## src/design/bsb_pkg.sv

```systemverilog
// shared constants and types for the b-spline basis evaluator
package bsb_pkg;

   localparam int DEF_MAX_KNOTS     = 32;
   localparam int DEF_MAX_DEGREE    = 3;
   localparam int DEF_FRACTION_BITS = 16;
   localparam int DEF_DIV_NUM_W     = 63;
   localparam int DEF_DIV_DEN_W     = 33;

   localparam int NB_W = 31;
   localparam logic [NB_W-1:0] ONE_Q30 = 31'h4000_0000;

   localparam logic ACT_LOAD = 1'b0;
   localparam logic ACT_EVAL = 1'b1;

   localparam logic CSR_DEGREE     = 1'b0;
   localparam logic CSR_KNOT_COUNT = 1'b1;

   typedef struct packed {
      logic busy;
      logic done;
   } div_stat_type;

   typedef enum logic [15:0] {
      S_IDLE  = 16'h0001,
      S_FILL  = 16'h0002,
      S_FETCH = 16'h0004,
      S_DIFF  = 16'h0008,
      S_W1    = 16'h0010,
      S_W1W   = 16'h0020,
      S_W2    = 16'h0040,
      S_W2W   = 16'h0080,
      S_MUL   = 16'h0100,
      S_SUM   = 16'h0200,
      S_DT1   = 16'h0400,
      S_DT1W  = 16'h0800,
      S_DT2   = 16'h1000,
      S_DT2W  = 16'h2000,
      S_SAT   = 16'h4000,
      S_DONE  = 16'h8000
   } state_type;

endpackage

```

## src/design/bsb_div.sv

```systemverilog
// bit-serial restoring unsigned divider, one quotient bit per cycle
module bsb_div #(
   parameter int NUM_W = bsb_pkg::DEF_DIV_NUM_W,
   parameter int DEN_W = bsb_pkg::DEF_DIV_DEN_W
) (
   input  logic                 clock,
   input  logic                 reset,
   input  logic                 start,
   input  logic [NUM_W-1:0]     num,
   input  logic [DEN_W-1:0]     den,
   output bsb_pkg::div_stat_type stat,
   output logic [NUM_W-1:0]     quot
);
   import bsb_pkg::*;

   localparam int CW = $clog2(NUM_W + 1);

   logic             busy_ff;
   logic             done_ff;
   logic [CW-1:0]    cnt_ff;
   logic [NUM_W-1:0] num_ff;
   logic [NUM_W-1:0] q_ff;
   logic [DEN_W-1:0] den_ff;
   logic [DEN_W-1:0] rem_ff;
   logic [DEN_W:0]   rem_sh;
   logic [DEN_W:0]   rem_sub;
   logic             ge;
   logic [DEN_W-1:0] rem_in;

   always_comb begin
      rem_sh  = {rem_ff, num_ff[NUM_W-1]};
      ge      = rem_sh >= {1'b0, den_ff};
      rem_sub = rem_sh - {1'b0, den_ff};
      rem_in  = ge ? rem_sub[DEN_W-1:0] : rem_sh[DEN_W-1:0];
   end

   always_ff @(posedge clock) begin
      if (reset) begin
         busy_ff <= 1'b0;
         done_ff <= 1'b0;
         cnt_ff  <= '0;
      end else begin
         if (start) begin
            busy_ff <= 1'b1;
            done_ff <= 1'b0;
            cnt_ff  <= CW'(NUM_W);
            rem_ff  <= '0;
            num_ff  <= num;
            den_ff  <= den;
         end else if (busy_ff) begin
            rem_ff  <= rem_in;
            num_ff  <= {num_ff[NUM_W-2:0], 1'b0};
            q_ff    <= {q_ff[NUM_W-2:0], ge};
            cnt_ff  <= cnt_ff - CW'(1);
            done_ff <= (cnt_ff == CW'(1));
            if (cnt_ff == CW'(1)) begin
               busy_ff <= 1'b0;
            end
         end else begin
            done_ff <= 1'b0;
         end
      end
   end

   assign stat.busy = busy_ff;
   assign stat.done = done_ff;
   assign quot      = q_ff;

endmodule

```

## config.mk

```make
export PLATFORM = sky130hd
export DESIGN_NAME = bsb_div
export DESIGN_NICKNAME = d
export VERILOG_FILES = /design/src/design/bsb_pkg.sv /design/src/design/bsb_div.sv
export SDC_FILE = /design/constraint.sdc
export NUM_CORES = 1
export LEC_CHECK = 0
export BUFFER_PORTS_ARGS = -buffer_cell sky130_fd_sc_hd__buf_4
export CORE_UTILIZATION = 40
export CTS_BUF_LIST = sky130_fd_sc_hd__clkbuf_2 sky130_fd_sc_hd__clkbuf_4 sky130_fd_sc_hd__clkbuf_8
export DETAILED_ROUTE_END_ITERATION = 10
export PLACE_DENSITY_LB_ADDON = 0.25
export RECOVER_POWER = 100
export SYNTH_ARGS = -nofsm -noshare
export SYNTH_HDL_FRONTEND = slang
export SYNTH_SLANG_ARGS = --single-unit
export TNS_END_PERCENT = 1
```

## constraint.sdc

```tcl
create_clock -name clock -period 15.6 [get_ports clock]
set_input_delay 4.68 -clock clock [delete_from_list [all_inputs] [get_ports clock]]
set_output_delay 4.68 -clock clock [all_outputs]
set_load 0.05 [all_outputs]
```

==> report_table.html <==
<table>
<tr><th>Metric</th><th>Value</th></tr>
<tr><th colspan="2">Synth</th></tr>
<tr><td>Most frequently used cell type in the post-synthesis netlist</td><td>edfxtp_1</td></tr>
<tr><td>Multiplexer share of the synthesized area</td><td>8.67%</td></tr>
<tr><td>Distinct cells, synth</td><td>58</td></tr>
<tr><td>Number of synthesized flops with an enable pin</td><td>192</td></tr>
<tr><td>Cell area after synthesis</td><td>9330 um2</td></tr>
<tr><td>Asr flop ratio synth</td><td>0%</td></tr>
<tr><td>Leading register cell type out of synthesis</td><td>edfxtp_1</td></tr>
<tr><td>Share of the synthesized netlist area taken by xor and xnor gates</td><td>2.63%</td></tr>
<tr><td>Share of the yosys chip area belonging to registers</td><td>63.5%</td></tr>
<tr><td>Synth Area in Simple Gates</td><td>7.78%</td></tr>
<tr><td>Cell taking the most area after synthesis</td><td>edfxtp_1</td></tr>
<tr><td>Area contributors post-synth</td><td>edfxtp_1 62%, mux2_2 7.5%, ha_1 4.7%</td></tr>
<tr><td>Post-Synthesis Cells</td><td>697</td></tr>
<tr><td>Area share of fa/ha/maj cells after synthesis</td><td>4.91%</td></tr>
<tr><td>Most numerous cell types in the synthesized netlist</td><td>192 x edfxtp_1, 62 x mux2_2, 58 x a21oi_1</td></tr>
<tr><td>Compound-gate portion of the synthesized area</td><td>9.26%</td></tr>
<tr><td>Number of synthesized register bits</td><td>200</td></tr>
<tr><td>Share of the synthesized area in the top cell type</td><td>61.8%</td></tr>
<tr><td>Mapped Avg Cell Area</td><td>13.4 um2</td></tr>
<tr><td>Synthesized Nets</td><td>832</td></tr>
<tr><td>Dominant combinational cell family by area after synthesis</td><td>compound AO/OA/AOI/OAI gates</td></tr>
<tr><td>Synth warn</td><td>0</td></tr>
<tr><th colspan="2">Pwr</th></tr>
<tr><td>Psw</td><td>0.369 mW</td></tr>
<tr><td>Combinational group share of total power</td><td>19.8%</td></tr>
<tr><td>Share of total power in the clock network</td><td>27.8%</td></tr>
<tr><td>Leakage dissipation</td><td>4.10 nW</td></tr>
<tr><td>Part of the power in registers</td><td>52.4%</td></tr>
<tr><td>Peak VDD IR</td><td>0.0529 mV</td></tr>
<tr><td>Internal Power</td><td>0.858 mW</td></tr>
<tr><td>Switching Fraction</td><td>30.1%</td></tr>
<tr><td>Pwr Density</td><td>112 nW/um2</td></tr>
<tr><th colspan="2">STA</th></tr>
<tr><td>Peak Freq</td><td>116 MHz</td></tr>
<tr><td>Setup repair after global routing missed its margin</td><td>no</td></tr>
<tr><td>Worst-case clock skew</td><td>0.0155 ns</td></tr>
<tr><td>Final-report hold violation count</td><td>0</td></tr>
<tr><td>Worst Tran Pin Value</td><td>3.45 ns</td></tr>
<tr><td>Final setup fails</td><td>0</td></tr>
<tr><td>Total negative slack</td><td>0 ns</td></tr>
<tr><td>Final period utilization</td><td>55.5%</td></tr>
<tr><td>Worst hold-check slack</td><td>0.464 ns</td></tr>
<tr><td>Worst max-slew margin expressed relative to the limit</td><td>-130%</td></tr>
<tr><td>Period minus WS final</td><td>8.65 ns</td></tr>
<tr><td>Pins over their slew limit</td><td>241</td></tr>
<tr><th colspan="2">Global route</th></tr>
<tr><td>Pin count of the biggest net entering global routing</td><td>77</td></tr>
<tr><td>First-pass GRT wire length</td><td>30000 um</td></tr>
<tr><td>Initial antenna violation count</td><td>0</td></tr>
<tr><td>Met2 GRT Util</td><td>25.2%</td></tr>
<tr><td>Overall global routing resource usage</td><td>16.2%</td></tr>
<tr><td>Met1 Resource Use GR</td><td>22.5%</td></tr>
<tr><td>Global route total overflow</td><td>0</td></tr>
<tr><td>Most Used Layer, Global Route</td><td>met2</td></tr>
<tr><td>Via count of the first global-routing pass</td><td>5754</td></tr>
<tr><td>Routing usage on met3</td><td>3.84%</td></tr>
<tr><th colspan="2">Critical path</th></tr>
<tr><td>Data required time of the critical path</td><td>15.82 ns</td></tr>
<tr><td>Startpoint of the lowest-slack register-to-register path</td><td>num_ff[62]</td></tr>
<tr><td>Worst path buffer plus inverter count</td><td>2</td></tr>
<tr><td>Worst-path maximum fanout</td><td>66</td></tr>
<tr><td>Reg2Reg Setup Slack</td><td>9.60 ns</td></tr>
<tr><td>Stage delay of the slowest cell on the critical path</td><td>2.50 ns</td></tr>
<tr><td>Origin of the worst setup path</td><td>start</td></tr>
<tr><td>Setup crit start kind</td><td>input port</td></tr>
<tr><td>Worst-path cell with the longest stage delay</td><td>clkbuf_1</td></tr>
<tr><td>Critical Path, Cell by Cell</td><td>clkbuf_1 &gt; clkbuf_1 &gt; mux2_2</td></tr>
<tr><td>Setup CP Type</td><td>input port to flip-flop</td></tr>
<tr><td>Most common cell type on the critical path</td><td>clkbuf_1</td></tr>
<tr><td>CP delay by family, top</td><td>buffers and inverters</td></tr>
<tr><td>Arrival time at the worst endpoint</td><td>8.88 ns</td></tr>
<tr><td>Sort of element at the end of the critical path</td><td>flip-flop</td></tr>
<tr><th colspan="2">Min path</th></tr>
<tr><td>Worst min-delay path category</td><td>flip-flop to flip-flop</td></tr>
<tr><td>Launch instance of the worst min-delay path</td><td>quot[56]</td></tr>
<tr><th colspan="2">Final layout</th></tr>
<tr><td>Number of fill cells</td><td>2097</td></tr>
<tr><td>P&amp;R area growth vs syn</td><td>18.0%</td></tr>
<tr><td>Antenna Cells</td><td>0</td></tr>
<tr><td>Share of cells above drive strength 1</td><td>22.7%</td></tr>
<tr><td>Final std cells w/o fill</td><td>1182</td></tr>
<tr><td>Layout net count</td><td>991</td></tr>
<tr><th colspan="2">Route</th></tr>
<tr><td>First-pass iteration count of the detailed router</td><td>4</td></tr>
<tr><td>Via density per instance</td><td>4.98</td></tr>
<tr><td>DR DRC count</td><td>0</td></tr>
<tr><td>First-iteration detailed-routing DRC count</td><td>385</td></tr>
<tr><td>Final WL</td><td>19000 um</td></tr>
<tr><td>Average wire per cell in the routed design</td><td>16.0 um</td></tr>
<tr><td>Total number of vias</td><td>5892</td></tr>
<tr><td>Antenna Violating Nets Remaining</td><td>0</td></tr>
<tr><th colspan="2">Floorplanning</th></tr>
<tr><td>Core area</td><td>22800 um2</td></tr>
<tr><td>Starting density of the core</td><td>40.9%</td></tr>
<tr><td>Std-Cell Rows</td><td>55</td></tr>
<tr><td>Die outline area</td><td>23900 um2</td></tr>
<tr><td>Number of top-level design ports</td><td>164</td></tr>
<tr><td>Die height</td><td>155 um</td></tr>
<tr><td>Die Width</td><td>155 um</td></tr>
<tr><th colspan="2">Placement</th></tr>
<tr><td>Total half-perimeter wirelength after legalization and detailed placement</td><td>13100 um</td></tr>
<tr><td>DP Cell Count</td><td>1150</td></tr>
<tr><td>Global placer's final weighted congestion</td><td>0.838</td></tr>
<tr><td>Port Buffers</td><td>163</td></tr>
<tr><th colspan="2">Clock tree</th></tr>
<tr><td>Clock tree from TritonCTS</td><td>yes</td></tr>
<tr><td>H-tree depth</td><td>4</td></tr>
<tr><td>Number of sinks on the clock net</td><td>200</td></tr>
<tr><td>Clock latency at the later pin of the worst-skew pair</td><td>0.48 ns</td></tr>
<tr><td>Post-CTS setup buffer count</td><td>0</td></tr>
<tr><td>TritonCTS buffer count</td><td>17</td></tr>
<tr><td>Post-cts sizing count</td><td>0</td></tr>
<tr><td>Buffer depth of the longest clock path</td><td>2</td></tr>
<tr><td>Clock-pin transition on the worst setup and hold timing paths</td><td>0.11 ns</td></tr>
<tr><td># hold bufs at CTS</td><td>0</td></tr>
<tr><td>Root buffer selected by CTS</td><td>clkbuf_8</td></tr>
<tr><th colspan="2">Flow run</th></tr>
<tr><td>Number of max-cap violations</td><td>6</td></tr>
<tr><th colspan="2">Status</th></tr>
<tr><td>Outcome</td><td>complete, but fails checks</td></tr>
<tr><td>Failing checks</td><td>max-capacitance violations, max-slew violations</td></tr>
</table>
[cell usage in the layout (no fill, tap or decap), drive strengths merged, types with 2 or more instances in the layout]
cell type  netlist  routed
nand2b           2       2
dfxtp            8       8
xor2            10      10
a31oi            2       2
nor2b            5       5
nand3           15      15
and3             4       4
o211ai           5       5
mux2i           11      11
nor4             2       2
o21bai           5       5
inv             47      52
buf             11      65
clkbuf          15     118
a21oi           58      58
or3              3       3
or3b             4       4
clkinv           0       9
nor2            39      39
a211oi          11      11
xnor2           18      18
a21o            17      17
and2             8       8
nand4b           2       2
o21ai           28      28
mux2            62      62
nor3            11      11
edfxtp         192     192
o311a            2       2
nand4            6       6
nand2           42      42
ha              35      35
[state kept, by name, indices dropped and copies added, names as in the netlist]
name	cells
num_ff	63
quot	63
den_ff	33
rem_ff	33
cnt_ff	6
busy_ff	1
done_ff	1
[final cells by class]
cell class | count | area (um2) | area share, %
well taps | 313 | 392 | 3.56
flip-flops and latches | 200 | 5930 | 53.8
multi-input cells | 424 | 3090 | 28.1
repair buffers | 166 | 987 | 8.97
inverters | 47 | 176 | 1.60
clock buffers | 17 | 234 | 2.13
clock inverters | 15 | 199 | 1.81
[worst paths after layout]
| path | end | cells after the start |
|---|---|---|
| worst max register to register | rem_ff[7] | 13 |
| worst min-delay path | quot[57] | 0 |
| worst max-delay path | num_ff[49] | 3 |
| worst min register to register | quot[57] | 0 |
[metal layers]
metal,wire (um),up-vias
met5,0,-
met1,9020,2812
met3,946,15
met4,247,0
li1,-,2923
met2,8730,142
[per-stage QoR]
step | instance area (um2) | power, mW | setup WS, ns | util, %
after floorplan | 9330 | 0.835 | 5.26 | -
after global placement | 10900 | 0.897 | 8.56 | 47.7
after detailed placement | 10900 | 0.899 | 8.52 | 47.7
after CTS | 11300 | 1.24 | 9.04 | 49.6
after global routing | 11000 | 1.29 | 6.50 | 48.3
final | 11000 | 1.23 | 6.95 | 48.3
[power groups by stage]
stage / combinational, mW / clock [mW] / sequential [mW]
floorplan: 0.174 / 0 / 0.661
global placement: 0.242 / 0 / 0.654
detailed placement: 0.244 / 0 / 0.655
CTS: 0.246 / 0.355 / 0.643
global route: 0.270 / 0.377 / 0.647
finish: 0.243 / 0.342 / 0.643
[kinds of logic after synthesis]
logic type,Yosys count
xor gates and xnor gates,28
and+or+nand+nor,148
buffers and inverters,73
DFF,200
adders and majority gates,36
AOI/OAI and AO/OA,139
muxes,73
Power figures use the tool's default switching activity.
