`config.mk`:
```
export PLATFORM = sky130hd
export DESIGN_NAME = bsb_cell
export DESIGN_NICKNAME = d
export VERILOG_FILES = /design/src/design/bsb_pkg.sv /design/src/design/bsb_cell.sv
export SDC_FILE = /design/constraint.sdc
export NUM_CORES = 1
export LEC_CHECK = 0
export ABC_CLOCK_PERIOD_IN_PS = 1700
export BUFFER_PORTS_ARGS = -buffer_cell sky130_fd_sc_hd__buf_2
export CAP_MARGIN = 0
export CORE_MARGIN = 1
export CORE_UTILIZATION = 44
export DETAILED_ROUTE_END_ITERATION = 7
export PLACE_DENSITY = 0.82
export SETUP_SLACK_MARGIN = 0.4
export SYNTH_ARGS = -nofsm -noshare
export SYNTH_HDL_FRONTEND = slang
export SYNTH_SLANG_ARGS = --single-unit
```
`constraint.sdc`:
```
create_clock -name clock -period 1.7 [get_ports clock]
set_clock_uncertainty 0.2 [all_clocks]
set_input_delay 0 -clock clock [delete_from_list [all_inputs] [get_ports clock]]
set_output_delay 0 -clock clock [all_outputs]
set_load 0.03 [all_outputs]
```
`src/design/bsb_pkg.sv`:
```
// shared constants and types for the b-spline basis evaluator
package bsb_pkg;

   localparam int DEF_MAX_KNOTS     = 32;
   localparam int DEF_MAX_DEGREE    = 3;
   localparam int DEF_FRACTION_BITS = 16;
   localparam int DEF_DIV_NUM_W     = 63;
   localparam int DEF_DIV_DEN_W     = 33;

   localparam int NB_W = 31;
   localparam logic [NB_W-1:0] ONE_Q30 = 31'h4000_0000;

   localparam logic ACT_LOAD = 1'b0;
   localparam logic ACT_EVAL = 1'b1;

   localparam logic CSR_DEGREE     = 1'b0;
   localparam logic CSR_KNOT_COUNT = 1'b1;

   typedef struct packed {
      logic busy;
      logic done;
   } div_stat_type;

   typedef enum logic [15:0] {
      S_IDLE  = 16'h0001,
      S_FILL  = 16'h0002,
      S_FETCH = 16'h0004,
      S_DIFF  = 16'h0008,
      S_W1    = 16'h0010,
      S_W1W   = 16'h0020,
      S_W2    = 16'h0040,
      S_W2W   = 16'h0080,
      S_MUL   = 16'h0100,
      S_SUM   = 16'h0200,
      S_DT1   = 16'h0400,
      S_DT1W  = 16'h0800,
      S_DT2   = 16'h1000,
      S_DT2W  = 16'h2000,
      S_SAT   = 16'h4000,
      S_DONE  = 16'h8000
   } state_type;

endpackage

```
`src/design/bsb_cell.sv`:
```
// one basis value cell of the rotating triangle chain
module bsb_cell (
   input  logic                      clock,
   input  logic                      shift_en,
   input  logic [bsb_pkg::NB_W:0]    din,
   output logic [bsb_pkg::NB_W-1:0]  dout
);
   import bsb_pkg::*;

   logic [NB_W-1:0] val_ff;

   // clamp at 1.0 on the way in
   always_ff @(posedge clock) begin
      if (shift_en) begin
         if (din > {1'b0, ONE_Q30}) begin
            val_ff <= ONE_Q30;
         end else begin
            val_ff <= din[NB_W-1:0];
         end
      end
   end

   assign dout = val_ff;

endmodule

```
==> reports/metrics.yaml, run 1 <==
final_layout:
  final_cell_mix: "64 x buf_2, 31 x edfxtp_1, 31 x dlygate4sd3_1"
  num-nets-final: 211
  final_common_cell: "buf_2"
  drive_gt1_share_pct: 55.6
  fillCellCount: 170
  postLayoutCellArea_um2: 1960
  antenna_cells: 0
  post-route-util_pct: 76.5
  largest_reg_flops: 31
  area_delta_synth_final_pct: 57.5
floorplanning:
  die_area_um2: 3050
  die_h_um: 55.2
  core.rowCount: 18
  boundaryPins: 65
  core-area_um2: 2570
  initial_core_util_pct: 48.5
  die_w_um: 55.2
clock_network:
  clk_pin_slew_ps: 90
  postCtsSetupBuffers: 0
  cts.path.max_buffers: 2
  cts.repair.resized: 0
  cts_tree: "done"
  cts.sinks: 31
  numCtsBuffers: 5
  cts_hold_buf: 31
  htree_levels: 2
  ctsRootBufferMaster: "clkbuf_4"
timing:
  rsz0062_at_grt: "false"
  maxSlewHeadroom_pct: 55.6
  finalHoldViolCount: 0
  slew_violations: 0
  fin_crit_sh_pct: 70.3
  tns_ps: 0
  fmax_mhz: 837
  worst_slew_pin_slew_ps: 665
  min_period_ps: 1200
  finalSetupViolations: 0
detailed_routing:
  ant_nets: 0
  num_vias: 972
  drt_iter0_drc: 12
  first_pass_iters: 4
  avgViaCountPerCell: 4.67
  wl_per_cell_um: 14.5
  drc: 0
  finalWirelength_mm: 3.01
yosys:
  yosysSeqAreaShare_pct: 74.7
  synth.avg_cell_area_um2: 16.4
  yosysWarningCount: 0
  syn_inst: 76
  syn_area_um2: 1250
  yosys.cell_types.count: 9
  ys_ff_latch: 31
  syn_nets: 110
pwr:
  comb_power_share_pct: 20.0
  switching_power_w: 0.000435
  seqPwrFrac_pct: 56.2
  power.density_nw_per_um2: 826
  vdd_drop_max_v: 0.000629
  clockPowerShare_pct: 23.8
  intPower_w: 0.00119
  leakage_nw: 0.828
  p_sw_share_pct: 26.8
worst_setup_path:
  critPathCaptureType: "flip-flop"
  criticalPathCategory: "input port to flip-flop"
  crit_arrival_ps: 1180
  slowest_delay_ps: 360
  crit_required_ps: 1690
  crit_path_start_kind: "input port"
  critPathMaxFanout: 14
  path_cells: "buf_2 > nor4_1 > nand4_1 > o21ai_2 > buf_4 > and2_1"
  crit_slowest_cell: "nor4_1"
global_route:
  grt_pass1_vias: 1018
  grt_max_degree: 32
  grt_overflow: 0
  antenna_found_initial: 0
  grt_pass1_wl_mm: 4.93
  grt_usage_pct: 21.7
place:
  dpl_cell_area_um2: 1600
  port_buffers: 64
  gp_congestion: 0.765
status:
  status: "complete, no violations"
job:
  maxCapViolations: 0
worst_hold_path:
  hold_class: "input port to flip-flop"
## area by class of cell
| type | count | area [um^2] | area share [%] |
|---|---|---|---|
| timing repair buffer | 97 | 646 | 32.9 |
| multi-input combinational | 42 | 300 | 15.3 |
| clock buffer | 6 | 41.3 | 2.10 |
| sequential | 31 | 931 | 47.4 |
| clock inverter | 2 | 7.51 | 0.382 |
| tap | 30 | 37.5 | 1.91 |
## kinds of logic after synthesis
| logic type | count (synthesis) | share of synthesized area [%] |
|---|---|---|
| AOI/OAI and AO/OA | 1 | 0.703 |
| buffers and inverters | 3 | 1.20 |
| and+or+nand+nor | 41 | 23.4 |
| DFF | 31 | 74.7 |
## critical path: cells and delay by family
kind,cells,cell delay (ps)
and+or+nand+nor,3,700
buffers and inverters,2,290
AOI/OAI and AO/OA,1,190
## synthesized netlist by cell type, drive strengths merged
cell | instances | share of area (%)
nor4 | 7 | 3.5
or2 | 1 | 0.50
o21ai | 1 | 0.70
clkbuf | 3 | 1.2
nor4b | 1 | 0.70
and2 | 30 | 18
nand4 | 2 | 1.0
edfxtp | 31 | 75
## routing by layer
| layer | GRT usage [%] | routed length, um |
|---|---|---|
| met3 | 4.92 | 132 |
| met5 | 0 | 0 |
| met4 | 13.2 | 110 |
| met1 | 23.5 | 1130 |
| met2 | 38.2 | 1640 |
## path summary, 6_finish.rpt
path | from | end | cells after the start
setup / recovery | din[16] | dout[0] | 6
hold / removal | shift_en | dout[12] | 1
## power groups by stage
| stage | Combinational, W | Sequential [W] | Clock (W) |
|---|---|---|---|
| after floorplan | 0.0000355 | 0.00105 | 0 |
| after global placement | 0.000260 | 0.000927 | 0 |
| after detailed placement | 0.000266 | 0.000929 | 0 |
| after CTS | 0.000319 | 0.000911 | 0.000393 |
| after global routing | 0.000343 | 0.000917 | 0.000424 |
| final | 0.000324 | 0.000911 | 0.000386 |
## stage by stage
stage / hold WS, ps / setup slack [ps] / instances / power (W)
3_5_place_dp: 99.9 / 158 / 169 / 0.00119
6_report: 47.2 / 505 / 208 / 0.00162
3_3_place_gp: 100 / 232 / 169 / 0.00119
2_1_floorplan: -87.5 / 519 / 76 / 0.00108
4_1_cts: 55.1 / 502 / 208 / 0.00162
5_1_grt: 69.3 / 437 / 208 / 0.00168
(Power assumes the default switching activity.)
==> inputs of run 2 (changes only) <==
ABC_AREA = 1   (was unset)
ABC_CLOCK_PERIOD_IN_PS = 1050   (was 1700)
CORE_UTILIZATION = 41   (was 44)
PLACE_DENSITY = 0.79   (was 0.82)
clock period = 1.05 ns   (was 1.7 ns; I/O delays follow)
==> reports/metrics.yaml, run 2 <==
yosys:
  synth.most_common_cell: "nor2_1"  # was edfxtp_1
  synth-edff-count: 31  # unchanged
  synthXorXnorAreaFrac_pct: 0  # unchanged
  syn_nets: 163  # was 110
  yosysSeqAreaShare_pct: 68.6  # was 74.7%
  synth_area_leaders: "edfxtp_1 69%, nor2_1 11%, inv_1 8.9%"  # was edfxtp_1 75%, and2_2 16%, nor4_1 3.5%
  synth_fa_ha_area_share_pct: 0  # unchanged
  syn_area_um2: 1360  # was 1250 um^2
  yosys.cell_types.count: 7  # was 9
  yosys.area.top_type: "edfxtp_1"  # unchanged
  synth_top_area_share_pct: 68.6  # was 74.7%
  muxShareOfSynthArea_pct: 0  # unchanged
  synth.avg_cell_area_um2: 10.5  # was 16.4 um^2
  ys_async_sr_fraction_pct: 0  # unchanged
  synth_top_family_by_area: "simple AND/OR/NAND/NOR gates"  # unchanged
  syn_inst: 129  # was 76
  synthSimpleGateAreaFrac_pct: 20.0  # was 23.4%
  synthTopCellsByCount: "41 x nor2_1, 32 x inv_1, 31 x edfxtp_1, 11 x nor2_2, 10 x nand2_1"  # was 31 x edfxtp_1, 26 x and2_2, 7 x nor4_1, 4 x and2_1, 3 x clkbuf_2
  synth_compound_area_share_pct: 0  # was 0.703%
  ys.flop_type: "edfxtp_1"  # unchanged
  ys_ff_latch: 31  # unchanged
  yosysWarningCount: 0  # unchanged
detailed_routing:
  ant_nets: 0  # unchanged
  finalWirelength_mm: 4.17  # was 3.01 mm
  wl_per_cell_um: 15.8  # was 14.5 um
  first_pass_iters: 4  # unchanged
  drt_iter0_drc: 33  # was 12
  avgViaCountPerCell: 4.55  # was 4.67
  num_vias: 1200  # was 972
  drc: 0  # unchanged
worst_hold_path:
  hold_class: "input port to flip-flop"  # unchanged
pwr:
  vdd_drop_max_v: 0.000783  # was 0.000629 V
  leakage_nw: 1.12  # was 0.828 nW
  power.density_nw_per_um2: 1150  # was 826 nW/um^2
  power_w: 0.00299  # was 0.00162 W
status:
  violations: "hold timing, setup timing"
  status: "finished, violations left"  # was complete, no violations
final_layout:
  ff_latch_area_um2: 931  # unchanged
  postLayoutCellArea_um2: 2590  # was 1960 um^2
  drive_gt1_share_pct: 64.1  # was 55.6%
  area_delta_synth_final_pct: 91.1  # was 57.5%
  final_cell_mix: "56 x buf_6, 32 x nor2_4, 31 x inv_1, 31 x edfxtp_1, 14 x nor2_2"  # was 64 x buf_2, 31 x edfxtp_1, 31 x dlygate4sd3_1
  fillCellCount: 139  # was 170
  antenna_cells: 0  # unchanged
  multi_input_area_um2: 517  # was 300 um^2
  final_common_cell: "buf_6"  # was buf_2
  num-nets-final: 253  # was 211
  largest_reg_flops: 31  # unchanged
worst_setup_path:
  critPathCaptureType: "output pin"  # was flip-flop
  crit_arrival_ps: 920  # was 1180 ps
  crit_required_ps: 850  # was 1690 ps
  path_buf_inv: 1  # was 2
  critPathMaxFanout: 1  # was 14
  cp_top_family: "flip-flops"  # was simple AND/OR/NAND/NOR gates
  slowest_delay_ps: 430  # was 360 ps
  crit_path_start_kind: "flip-flop"  # was input port
  path_cells: "buf_6"  # was buf_2 > nor4_1 > nand4_1 > o21ai_2 > buf_4 > and2_1
  crit_slowest_cell: "edfxtp_1"  # was nor4_1
  criticalPathCategory: "flip-flop to output pin"  # was input port to flip-flop
global_route:
  grt_pass1_wl_mm: 5.34  # was 4.93 mm
  grt_pass1_vias: 1239  # was 1018
  grt_usage_pct: 21.6  # was 21.7%
  grt_overflow: 0  # unchanged
  grt_max_degree: 32  # unchanged
  antenna_found_initial: 0  # unchanged
place:
  dpl_cell_area_um2: 1860  # was 1600 um^2
  dp_slack_ps: -267  # was 158 ps
  port_buffers: 64  # unchanged
  detailed_place_hpwl_mm: 1.95
  gp_congestion: 0.721  # was 0.765
clock_network:
  numCtsBuffers: 5  # unchanged
  ctsRootBufferMaster: "clkbuf_4"  # unchanged
  cts.path.max_buffers: 2  # unchanged
  clk_pin_slew_ps: 100  # was 90 ps
  cts.sinks: 31  # unchanged
  cts_tree: "done"  # unchanged
  htree_levels: 2  # unchanged
timing:
  worst_slew_pin_slew_ps: 336  # was 665 ps
  rsz0062_at_grt: "true"  # was false
  maxSlewHeadroom_pct: 77.5  # was 55.6%
  fin_ws_ps: -67.0  # was 505 ps
  min_period_ps: 1120
  finalHoldWorstSlack_ps: -206  # was 47.2 ps
  fmax_mhz: 895
  slew_violations: 0  # unchanged
  fin_crit_sh_pct: 106
  finalHoldViolCount: 62  # was 0
  finalSetupViolations: 46  # was 0
job:
  maxCapViolations: 0  # unchanged
floorplanning:
  die_h_um: 59.5  # was 55.2 um
  boundaryPins: 65  # unchanged
  core.rowCount: 20  # was 18
  core-area_um2: 3100  # was 2570 um^2
  die_w_um: 59.5  # was 55.2 um
  die_area_um2: 3540  # was 3050 um^2
  initial_core_util_pct: 43.7  # was 48.5%
-- run 2: changes by cell type after synthesis, sizes merged, moves of 2 or more --
cell | previous run | this run
and2 | 30 | 0
nand4 | 2 | 0
nand2 | 0 | 10
clkbuf | 3 | 0
inv | 0 | 32
nor4 | 7 | 0
buf | 0 | 3
nor2 | 0 | 53
-- run 2: metrics by stage --
step / std cells / setup TNS, ps / util (%)
after floorplan: 129 / 0 / -
after global placement: 251 / -5900 / 60.0
after detailed placement: 251 / -6810 / 60.0
after CTS: 262 / -871 / 74.0
after global routing: 264 / -3310 / 83.5
final: 264 / -1070 / 83.5
-- run 2: path summary, 6_finish.rpt --
path | startpoint | to | slack (ps) | cells past startpoint
worst max-delay path | dout[0] | dout[0] | -70 | 1
worst min-delay path | din[22] | dout[22] | -210 | 3
-- run 2: area by class of cell --
cell class,instances,area share (%)
clock buffer,7,1.74
multi-input combinational,63,19.9
timing repair buffer,86,35.2
tap,44,2.12
inverter,32,4.93
sequential,31,35.9
clock inverter,1,0.193
-- run 2: metal layers --
metal | share of wire [%] | global-route usage [%] | vias up
li1 | - | - | 566
met1 | 37 | 20.5 | 562
met2 | 54 | 41.1 | 60
met3 | 5.3 | 5.68 | 12
met4 | 3.3 | 12.6 | 0
met5 | 0 | 0 | -
-- run 2: timing repair --
action | 4_1_cts | 5_1_grt
resized for setup | 99 | 67
setup buffers | 1 | 2
endpoints found under the hold margin | 62 | 62
endpoints found under the setup margin | 61 | 61
pin swaps | 15 | 28
gates cloned | 2 | 0
-- run 2: cells by family (layout without fill, tap and decap cells) --
group,Yosys count,count (layout)
buf+inv,35,126
flops,31,31
simple gates,63,63
-- run 2: power by group --
group	leakage, nW	internal [W]	total [W]	switching (W)
Clock	0.0293	0.000261	0.000648	0.000388
Combinational	0.795	0.000400	0.000838	0.000438
Sequential	0.297	0.00146	0.00151	0.0000471
Total	1.12	0.00212	0.00299	0.000873
==> inputs of run 3 (changes only) <==
ABC_CLOCK_PERIOD_IN_PS = unset   (was 1050)
CTS_BUF_LIST = sky130_fd_sc_hd__clkbuf_16   (was unset)
==> reports/metrics.yaml, run 3 (synthesis gave the netlist of run 2 again) <==
timing:
  worst_slew_pin_slew_ps: 347  # was 336 ps
  slew_violations: 0  # unchanged
  maxSlewHeadroom_pct: 76.8  # was 77.5%
  finalHoldViolCount: 54  # was 62
  finalHoldWorstSlack_ps: -157  # was -206 ps
  fin_ws_ps: -108  # was -67.0 ps
  min_period_ps: 1160  # was 1120 ps
  finalSetupViolations: 31  # was 46
  rsz0062_at_grt: "true"  # unchanged
  fin_crit_sh_pct: 110  # was 106%
  fmax_mhz: 864  # was 895 MHz
final_layout:
  final_cell_mix: "46 x buf_6, 33 x inv_1, 31 x edfxtp_1"  # was 56 x buf_6, 32 x nor2_4, 31 x inv_1, 31 x edfxtp_1, 14 x nor2_2
  fillCellCount: 174  # was 139
  area_delta_synth_final_pct: 83.9  # was 91.1%
  drive_gt1_share_pct: 60.8  # was 64.1%
  num-nets-final: 250  # was 253
  largest_reg_flops: 31  # unchanged
  antenna_cells: 0  # unchanged
  final_common_cell: "buf_6"  # unchanged
worst_hold_path:
  min_from: "din[29]"  # was din[22]
  holdPathEnd: "dout[29]"  # was dout[22]
  hold_class: "input port to flip-flop"  # unchanged
  worstHoldPathCells: 3  # unchanged
pwr:
  comb_power_share_pct: 21.0  # was 28.0%
  switching_power_w: 0.000945  # was 0.000873 W
  power_w: 0.00361  # was 0.00299 W
  intPower_w: 0.00267  # was 0.00212 W
  clockPowerShare_pct: 37.2  # was 21.7%
  leakage_nw: 1.12  # about the same
  p_sw_share_pct: 26.2  # was 29.2%
  power.density_nw_per_um2: 1450  # was 1150 nW/um^2
  vdd_drop_max_v: 0.000991  # was 0.000783 V
  seqPwrFrac_pct: 41.9  # was 50.3%
job:
  maxCapViolations: 0  # unchanged
worst_setup_path:
  crit_path_start_kind: "input port"  # was flip-flop
  critPathCaptureType: "flip-flop"  # was output pin
  critPathLaunch: "din[25]"  # was dout[0]
  crit_arrival_ps: 1090  # was 920 ps
  crit_required_ps: 980  # was 850 ps
  criticalPathCategory: "input port to flip-flop"  # was flip-flop to output pin
  critPathMaxFanout: 7  # was 1
clock_network:
  cts.sinks: 31  # unchanged
  htree_levels: 2  # unchanged
  postCtsSetupBuffers: 0  # was 1
  numCtsBuffers: 5  # unchanged
  cts_tree: "done"  # unchanged
  cts.path.max_buffers: 2  # unchanged
  ctsRootBufferMaster: "clkbuf_16"  # was clkbuf_4
  clk_pin_slew_ps: 50  # was 100 ps
place:
  dp_slack_ps: -267  # unchanged
  detailed_place_hpwl_mm: 1.95  # unchanged
  gp_congestion: 0.721  # unchanged
  port_buffers: 64  # unchanged
status:
  violations: "hold timing, setup timing"  # unchanged
  status: "finished, violations left"  # unchanged
detailed_routing:
  drt_iter0_drc: 50  # was 33
  ant_nets: 0  # unchanged
  first_pass_iters: 4  # unchanged
  num_vias: 1194  # was 1200
  finalWirelength_mm: 4.03  # was 4.17 mm
  avgViaCountPerCell: 4.57  # was 4.55
  drc: 0  # unchanged
  wl_per_cell_um: 15.4  # was 15.8 um
floorplanning:
  die_h_um: 59.5  # unchanged
  die_w_um: 59.5  # unchanged
  core.rowCount: 20  # unchanged
  boundaryPins: 65  # unchanged
  initial_core_util_pct: 43.7  # unchanged
  die_area_um2: 3540  # unchanged
  core-area_um2: 3100  # unchanged
global_route:
  grt_overflow: 0  # unchanged
  grt_pass1_wl_mm: 4.59  # was 5.34 mm
  grt_max_degree: 32  # unchanged
  antenna_found_initial: 0  # unchanged
  grt_usage_pct: 18.4  # was 21.6%
  grt_pass1_vias: 1103  # was 1239
## run 3: changes by cell type in the layout (fill, tap and decap cells not counted), moves of 6 or more
cell	change
nor2_4	-11
buf_2	+10
buf_6	-10
clkbuf_16	+6
nor2_2	+6
## run 3: worst max path at each step
stage | end | slack [ps]
detailed placement | dout[6] | -270
floorplan | dout[19] | 3
global placement | dout[5] | -220
CTS | dout[23] | -3
global route | dout[29] | -140
finish | dout[24] | -110
## run 3: critical path, stage by stage
cell and delay [ps]:
buf_6 90, nor2_2 120, nand2_1 100, nor2_1 150
nand2_1 100, nor2_2 140, nor2_4 90, clkbuf_16 200
nor2_2 100
## run 3: layout make-up
class / instances / area (um^2) / area share [%]
clock inverter: 3 / 12.5 / 0.502
clock buffer: 5 / 125 / 5.02
inverter: 32 / 128 / 5.12
tap: 44 / 55.1 / 2.21
sequential: 31 / 931 / 37.3
timing repair buffer: 83 / 796 / 31.9
multi-input combinational: 63 / 447 / 17.9
## run 3: repair_timing
action	in CTS	in global routing
pin swaps	13	27
setup endpoints to repair	61	62
hold endpoints to repair	62	30
gates resized for setup	92	38
gates cloned	1	1
## run 3: power by group through the flow
stage | sequential, W | clock (W) | combinational [W]
after CTS | 0.00151 | 0.00131 | 0.000674
after global routing | 0.00152 | 0.00139 | 0.000794
after floorplan | 0.00169 | 0 | 0.0000968
after detailed placement | 0.00151 | 0 | 0.000522
final | 0.00151 | 0.00134 | 0.000758
after global placement | 0.00150 | 0 | 0.000516
## run 3: layer usage
| metal | global-route usage, % | up-vias | wire, um |
|---|---|---|---|
| met1 | 19.0 | 545 | 1390 |
| met5 | 0 | - | 0 |
| met4 | 8.97 | 0 | 146 |
| met3 | 3.93 | 14 | 235 |
| li1 | - | 558 | - |
| met2 | 34.7 | 77 | 2260 |
## run 3: stage by stage
stage	TNS [ps]	cell area, um^2	instances	utilization (%)
global placement	-5900	1860	251	60.0
global route	-2950	2490	261	80.4
floorplan	0	1370	129	-
detailed placement	-6810	1860	251	60.0
CTS	-2.63	2320	260	74.9
finish	-1840	2490	261	80.4
